**config.mk**
```make
export PLATFORM = sky130hd
export DESIGN_NAME = mwm_ctrl
export DESIGN_NICKNAME = d
export VERILOG_FILES = /design/src/rtl/assert_macros.svh /design/src/rtl/mwm_pkg.sv /design/src/rtl/mwm_ctrl.sv
export SDC_FILE = /design/constraint.sdc
export NUM_CORES = 1
export LEC_CHECK = 0
export ABC_AREA = 1
export BUFFER_PORTS_ARGS = -buffer_cell sky130_fd_sc_hd__buf_2
export CORE_ASPECT_RATIO = 1.2
export CORE_MARGIN = 4
export CORE_UTILIZATION = 50
export DETAILED_ROUTE_END_ITERATION = 10
export PLACE_DENSITY = 0.79
export SLEW_MARGIN = 30
export SYNTH_ARGS = -nofsm -noshare
export SYNTH_HDL_FRONTEND = slang
export SYNTH_SLANG_ARGS = --single-unit
```
**constraint.sdc**
```tcl
create_clock -name aclk -period 4.95 [get_ports aclk]
set_clock_uncertainty 0.2 [all_clocks]
set_input_delay 0.99 -clock aclk [delete_from_list [all_inputs] [get_ports aclk]]
set_output_delay 0.99 -clock aclk [all_outputs]
set_load 0.1 [all_outputs]
```
**src/rtl/assert_macros.svh**
```systemverilog
// assertion macros, included by min_window_multiset_match
// no dependencies; define NO_ASSERTIONS to compile them out
`ifndef ASSERT_MACROS_SVH
`define ASSERT_MACROS_SVH

`ifndef NO_ASSERTIONS

// plain concurrent property on a clock, off while reset is held
`define ASSERT_PROP(label, clk, rstn, prop) \
    label: assert property (@(posedge clk) disable iff (!(rstn)) prop) \
        else $error("assertion failed");

// overlapping implication on a clock, off while reset is held
`define ASSERT_IMPLY(label, clk, rstn, pre, post) \
    label: assert property (@(posedge clk) disable iff (!(rstn)) (pre) |-> (post)) \
        else $error("assertion failed");

`else

`define ASSERT_PROP(label, clk, rstn, prop)
`define ASSERT_IMPLY(label, clk, rstn, pre, post)

`endif

`endif

```
**src/rtl/mwm_pkg.sv**
```systemverilog
// shared types and constants of the minimum window multiset matcher
// no dependencies; used by every module of the block
package mwm_pkg;

    localparam int MAX_TEXT = 1024;
    localparam int ALPHABET = 256;

    localparam int ADDR_W = $clog2(MAX_TEXT);
    localparam int CNT_W  = $clog2(MAX_TEXT) + 1;
    localparam int TBL_W  = $clog2(ALPHABET);
    localparam int SYM_W  = 8;
    localparam int OP_W   = 2;

    localparam int OUT_W      = 1 + ADDR_W + CNT_W + 1;
    localparam int OUT_DATA_W = ((OUT_W + 7) / 8) * 8;

    typedef enum logic [OP_W-1:0] {
        OP_PATTERN = 2'd0,
        OP_TEXT    = 2'd1,
        OP_END     = 2'd2
    } op_t;

    typedef enum logic [2:0] {
        ST_IDLE,
        ST_PAT_UPD,
        ST_TXT_UPD,
        ST_FETCH,
        ST_LOOK,
        ST_TEST,
        ST_RECORD,
        ST_EMIT
    } state_t;

    typedef struct packed {
        logic [TBL_W-1:0] rd_addr;
        logic [TBL_W-1:0] wr_addr;
        logic [CNT_W-1:0] wdata;
        logic             need_we;
        logic             win_we;
        logic             clear;
    } tbl_ctrl_t;

    typedef struct packed {
        logic              we;
        logic [ADDR_W-1:0] waddr;
        logic [SYM_W-1:0]  wdata;
        logic [ADDR_W-1:0] raddr;
    } txt_ctrl_t;

    typedef struct packed {
        logic              overflow;
        logic [CNT_W-1:0]  best_length;
        logic [ADDR_W-1:0] best_start;
        logic              found;
    } result_t;

endpackage

```
**src/rtl/mwm_ctrl.sv**
```systemverilog
// sequencer and shared count unit of the window matcher
// depends on mwm_pkg; drives mwm_tables and mwm_text_ram
module mwm_ctrl import mwm_pkg::*; (
    input  logic             aclk,
    input  logic             aresetn,
    input  logic             in_valid,
    input  logic [OP_W-1:0]  in_op,
    input  logic [SYM_W-1:0] in_sym,
    output logic             in_ready,
    output tbl_ctrl_t        tbl,
    input  logic [CNT_W-1:0] need_q,
    input  logic [CNT_W-1:0] win_q,
    output txt_ctrl_t        txt,
    input  logic [SYM_W-1:0] txt_q,
    input  logic             out_free,
    output logic             emit,
    output result_t          res
);

    state_t            state_reg, state_next;
    logic [TBL_W-1:0]  sym_reg, sym_next;
    logic [CNT_W-1:0]  pat_reg, pat_next;
    logic [CNT_W-1:0]  matched_reg, matched_next;
    logic [CNT_W-1:0]  wp_reg, wp_next;
    logic [ADDR_W-1:0] left_reg, left_next;
    logic [ADDR_W-1:0] best_begin_reg, best_begin_next;
    logic [CNT_W-1:0]  best_span_reg, best_span_next;
    logic              dropped_reg, dropped_next;

    logic             accept;
    op_t              op;
    logic [CNT_W-1:0] alu_in;
    logic [CNT_W-1:0] alu_out;
    logic             surplus;
    logic             text_full;
    logic             pat_full;
    logic [CNT_W-1:0] win_len;

    assign in_ready  = (state_reg == ST_IDLE);
    assign accept    = in_valid && in_ready;
    assign op        = op_t'(in_op);
    assign text_full = (wp_reg >= CNT_W'(MAX_TEXT));
    assign pat_full  = (pat_reg >= CNT_W'(MAX_TEXT));
    assign surplus   = (win_q > need_q);
    assign win_len   = wp_reg - {1'b0, left_reg};

    // shared counter unit: increments need or window counts, decrements on shrink
    assign alu_in  = (state_reg == ST_PAT_UPD) ? need_q : win_q;
    assign alu_out = (state_reg == ST_TEST) ? (alu_in - CNT_W'(1)) : (alu_in + CNT_W'(1));

    always_comb begin
        sym_next        = sym_reg;
        pat_next        = pat_reg;
        matched_next    = matched_reg;
        wp_next         = wp_reg;
        left_next       = left_reg;
        best_begin_next = best_begin_reg;
        best_span_next  = best_span_reg;
        dropped_next    = dropped_reg;
        case (state_reg)
            ST_IDLE: begin
                if (accept) begin
                    case (op)
                        OP_PATTERN: begin
                            if (wp_reg == '0) begin
                                if (pat_full) begin
                                    dropped_next = 1'b1;
                                end else begin
                                    sym_next = in_sym[TBL_W-1:0];
                                end
                            end
                        end
                        OP_TEXT: begin
                            if (text_full) begin
                                dropped_next = 1'b1;
                            end else begin
                                sym_next = in_sym[TBL_W-1:0];
                            end
                        end
                        default: ;
                    endcase
                end
            end
            ST_PAT_UPD: begin
                pat_next = pat_reg + CNT_W'(1);
            end
            ST_TXT_UPD: begin
                matched_next = matched_reg + CNT_W'(alu_out <= need_q);
                wp_next      = wp_reg + CNT_W'(1);
            end
            ST_LOOK: begin
                sym_next = txt_q[TBL_W-1:0];
            end
            ST_TEST: begin
                if (surplus) begin
                    left_next = left_reg + ADDR_W'(1);
                end
            end
            ST_RECORD: begin
                if (best_span_reg == '0 || win_len < best_span_reg) begin
                    best_span_next  = win_len;
                    best_begin_next = left_reg;
                end
            end
            ST_EMIT: begin
                if (out_free) begin
                    pat_next        = '0;
                    matched_next    = '0;
                    wp_next         = '0;
                    left_next       = '0;
                    best_begin_next = '0;
                    best_span_next  = '0;
                    dropped_next    = 1'b0;
                end
            end
            default: ;
        endcase
    end

    always_comb begin
        state_next = state_reg;
        case (state_reg)
            ST_IDLE: begin
                if (accept) begin
                    case (op)
                        OP_PATTERN: begin
                            if (wp_reg == '0 && !pat_full) begin
                                state_next = ST_PAT_UPD;
                            end
                        end
                        OP_TEXT: begin
                            if (!text_full) begin
                                state_next = ST_TXT_UPD;
                            end
                        end
                        OP_END:  state_next = ST_EMIT;
                        default: ;
                    endcase
                end
            end
            ST_PAT_UPD: state_next = ST_IDLE;
            ST_TXT_UPD: begin
                if (pat_reg != '0 && matched_next == pat_reg) begin
                    state_next = ST_FETCH;
                end else begin
                    state_next = ST_IDLE;
                end
            end
            ST_FETCH: begin
                if ({1'b0, left_reg} < wp_reg) begin
                    state_next = ST_LOOK;
                end else begin
                    state_next = ST_RECORD;
                end
            end
            ST_LOOK: state_next = ST_TEST;
            ST_TEST: begin
                if (surplus) begin
                    state_next = ST_FETCH;
                end else begin
                    state_next = ST_RECORD;
                end
            end
            ST_RECORD: state_next = ST_IDLE;
            ST_EMIT: begin
                if (out_free) begin
                    state_next = ST_IDLE;
                end
            end
            default: state_next = ST_IDLE;
        endcase
    end

    always_comb begin
        tbl.rd_addr = (state_reg == ST_LOOK) ? txt_q[TBL_W-1:0] : in_sym[TBL_W-1:0];
        tbl.wr_addr = sym_reg;
        tbl.wdata   = alu_out;
        tbl.need_we = (state_reg == ST_PAT_UPD);
        tbl.win_we  = (state_reg == ST_TXT_UPD) || ((state_reg == ST_TEST) && surplus);
        tbl.clear   = (state_reg == ST_EMIT) && out_free;

        txt.we    = accept && (op == OP_TEXT) && !text_full;
        txt.waddr = wp_reg[ADDR_W-1:0];
        txt.wdata = in_sym;
        txt.raddr = left_reg;

        emit            = (state_reg == ST_EMIT) && out_free;
        res.found       = (best_span_reg != '0);
        res.best_start  = res.found ? best_begin_reg : '0;
        res.best_length = res.found ? best_span_reg : '0;
        res.overflow    = dropped_reg;
    end

    always_ff @(posedge aclk) begin
        if (!aresetn) begin
            state_reg      <= ST_IDLE;
            pat_reg        <= '0;
            matched_reg    <= '0;
            wp_reg         <= '0;
            left_reg       <= '0;
            best_begin_reg <= '0;
            best_span_reg  <= '0;
            dropped_reg    <= 1'b0;
        end else begin
            state_reg      <= state_next;
            pat_reg        <= pat_next;
            matched_reg    <= matched_next;
            wp_reg         <= wp_next;
            left_reg       <= left_next;
            best_begin_reg <= best_begin_next;
            best_span_reg  <= best_span_next;
            dropped_reg    <= dropped_next;
        end
    end

    always_ff @(posedge aclk) begin
        sym_reg <= sym_next;
    end

endmodule

```
==> metrics.md <==
| Metric | Value |
|---|---|
| CTS tree | yes |
| Setup crit start kind | flop |
| Tmin final | 4.913 ns |
| Die area | 13,680 µm² |
| Relative slew slack | 41.90% |
| Final worst slack | 0.03664 ns |
| Synth Area in XOR/XNOR | 2.657% |
| Seq/Total Area, Yosys | 26.99% |
| Main combinational cell family by area after synthesis | simple AND/OR/NAND/NOR gates |
| Crit path largest cell delay | 0.34 ns |
| Switching Power | 1.343 mW |
| Final core occ | 65.82% |
| Slew Limit Fails | 0 |
| CTS H-tree lvls | 3 |
| Number of global-route vias before repair | 5,753 |
| Min-Delay Path Class | reg -> reg |
| RePlAce Congestion | 0.9632 |
| Final Hold Viols | 0 |
| Total number of vias | 6,225 |
| Maximum vdd ir drop | 235.8 µV |
| Rows | 43 |
| Drt first pass iters | 6 |
| Crit end category | flop |
| RSZ-0062 raised after global routing | yes |
| Die height | 127.3 µm |
| CTS Root Cell | clkbuf_16 |
| DRT iter0 DRCs | 423 |
| Least-Margin Pin Slew | 0.8691 ns |
| Hold buffer count at CTS | 0 |
| Vias per inst | 5.316 |
| Register share of total power | 24.3% |
| Grt total ovfl | 0 |
| Syn Inst Count | 854 |
| Clock share of power | 24.3% |
| Ant. Diodes | 0 |
| CP startpoint | state_reg[0] |
| RR Startpoint | state_reg[0] |
| Drt wl/cell | 14.10 µm |
| Core ar. | 11,570 µm² |
| Slowest cell on crit path | dfxtp_1 |
| Critical path class | reg -> reg |
| Mux contribution to synthesized area | 1.518% |
| Layout cells sized above 1 | 28.60% |
| P_leak | 3.588 nW |
| Combinational share of power | 51.4% |
| Initial antenna violation count | 0 |
| Detailed-route DRC error count | 0 |
| Most frequent CP cell | nand2_1 |
| Setup-failing EPs final | 0 |
| Top Ports | 128 |
| Yosys reg bits | 76 |
| First-pass GRT wire length | 26,510 µm |
| Hold path startpoint | best_begin_reg[0] |
| PD cells | 369.8 nW/µm² |
| Yosys warns | 0 |
| Cts bufs inserted | 9 |
| Synth Area in Adders | 13.75% |
| Fmax | 0.2035 GHz |
| Crit path DAT | 4.98 ns |
| Syn Std Cell Area | 5933 µm² |
| Buffers added on ports | 127 |
| CP Data Required Time | 5.02 ns |
| Clk_lat worst skew | 0.34 ns |
| HPWL after DPL | 12,920 µm |
| Pre-CTS setup slack | -0.3166 ns |
| Layout area overhead | 28.32% |
| Post-synthesis compound-gate area fraction | 16.79% |
| DRT antenna net count | 0 |
| DIE WIDTH | 107.4 µm |
| Nets | 1,117 |
| Routed wire length | 16,510 µm |
| Worst-path clk slew | 0.07 ns |
| Max Root-Sink Buffers | 2 |
| Final instance area | 7614 µm² |
| Period utilization | 99.26% |
| Largest net degree at the start of global routing | 38 |
| Setup_tns | 0 ns |
| GRT Total Usage | 23.49% |
| Worst-path fanout max | 13 |
| P_int | 1.473 mW |
| Dpl cell area | 7106 µm² |
| Simple-gate area share of the yosys netlist | 26.21% |
| Sw frac | 47.69% |
| Clk sinks | 76 |
| Starting Density | 51.29% |
| Mapped Nets | 962 |
| Synth Area per Inst | 6.948 µm² |
| Synth unique cells | 46 |
| Status | complete, no violations |
| Max Cap Violations | 0 |
placed cells by master, fill, tap and decap left out, drive strengths merged, types with 2 or more instances in the layout:
cell,instances
a211oi,23
a21boi,2
a21oi,95
a31oi,3
buf,190
clkbuf,10
clkinv,2
clkinvlp,2
dfxtp,68
edfxtp,8
fa,2
ha,62
inv,121
mux2,8
nand2,162
nand3,64
nand4,11
nor2,69
nor3,20
nor4,13
o2111ai,2
o211ai,2
o21ai,46
or2,3
xnor2,5
xor2,13
critical path: cells and delay by family (launching register included):
| kind | cells | cell delay (ns) |
|---|---|---|
| fa+ha+maj | 4 | 1.05 |
| compound gates | 6 | 1.01 |
| xor+xnor | 1 | 0.14 |
| simple gates | 16 | 1.55 |
| buf+inv | 5 | 0.54 |
| flops | 1 | 0.34 |
Yosys cell counts, drive strengths merged:
cell | n | share of area, %
a211oi | 23 | 2.9
a21boi | 2 | 0.25
a21o | 1 | 0.13
a21oi | 95 | 8.0
a31oi | 3 | 0.32
and2 | 1 | 0.11
buf | 26 | 3.2
clkbuf | 20 | 1.3
clkinv | 1 | 0.063
dfxtp | 68 | 23
edfxtp | 8 | 4.0
fa | 2 | 0.67
ha | 62 | 13
inv | 119 | 7.5
mux2 | 8 | 1.5
nand2 | 162 | 10
nand3 | 64 | 5.8
nand4 | 11 | 1.4
nor2 | 69 | 4.7
nor3 | 20 | 1.9
nor4 | 13 | 1.6
o2111ai | 2 | 0.30
o211ai | 2 | 0.25
o21a | 1 | 0.13
o21ai | 46 | 3.9
o21bai | 1 | 0.13
o221ai | 1 | 0.15
o31ai | 1 | 0.13
o41ai | 1 | 0.15
or2 | 3 | 0.32
xnor2 | 5 | 0.74
xor2 | 13 | 1.9
final timing paths:
| path | end | slack (ns) | cells past startpoint |
|---|---|---|---|
| setup / recovery | state_reg[1] | 0.04 | 32 |
| hold / removal | best_begin_reg[0] | 0.26 | 2 |
| setup reg to reg | state_reg[1] | 0.04 | 32 |
| hold reg to reg | best_begin_reg[0] | 0.26 | 2 |
layer usage:
metal	part of all wire (%)	global-route usage [%]	wire, µm
met1	45	30.86	7374
met3	4.8	2.223	794
met4	2.2	8.692	371
met5	0	0	0
met2	48	40.04	7969
per-stage QoR:
| stage | total power [mW] | cells | hold WS, ns |
|---|---|---|---|
| floorplan | 1.748 | 854 | 0.2388 |
| global placement | 2.059 | 1147 | 0.2460 |
| detailed placement | 2.082 | 1147 | 0.2518 |
| CTS | 2.766 | 1163 | 0.2627 |
| global route | 2.946 | 1171 | 0.2814 |
| finish | 2.816 | 1171 | 0.2648 |
kinds of logic (layout without fill, tap and decap cells):
group,after synthesis,after routing
simple gates,343,343
mux,8,8
compound gates,179,179
buf+inv,166,326
xor+xnor,18,18
fa+ha+maj,64,64
flops,76,76
layout make-up:
| type | instances | area (µm²) |
|---|---|---|
| fillers | 1021 | 3954 |
| multi-input cells | 612 | 3909 |
| repair buffers | 190 | 1144 |
| inverters | 120 | 454.2 |
| clock inverters | 6 | 70.07 |
| flip-flops and latches | 76 | 1602 |
| clock buffers | 10 | 239.0 |
| well taps | 157 | 196.4 |
power by group through the flow:
stage          registers (mW)  logic, mW  clock network (mW)
4_1_cts                 0.682       1.39               0.690
2_1_floorplan           0.821      0.927                   0
3_5_place_dp            0.696       1.39                   0
3_3_place_gp            0.695       1.36                   0
6_report                0.683       1.45               0.686
5_1_grt                 0.687       1.54               0.718
repair_timing:
item | 4_1_cts | 5_1_grt
resized for setup | 4 | 40
pin swaps | 0 | 31
setup endpoints to repair | 2 | 2
buffers inserted | 0 | 8
No activity file was read; power rests on OpenSTA's default activity.
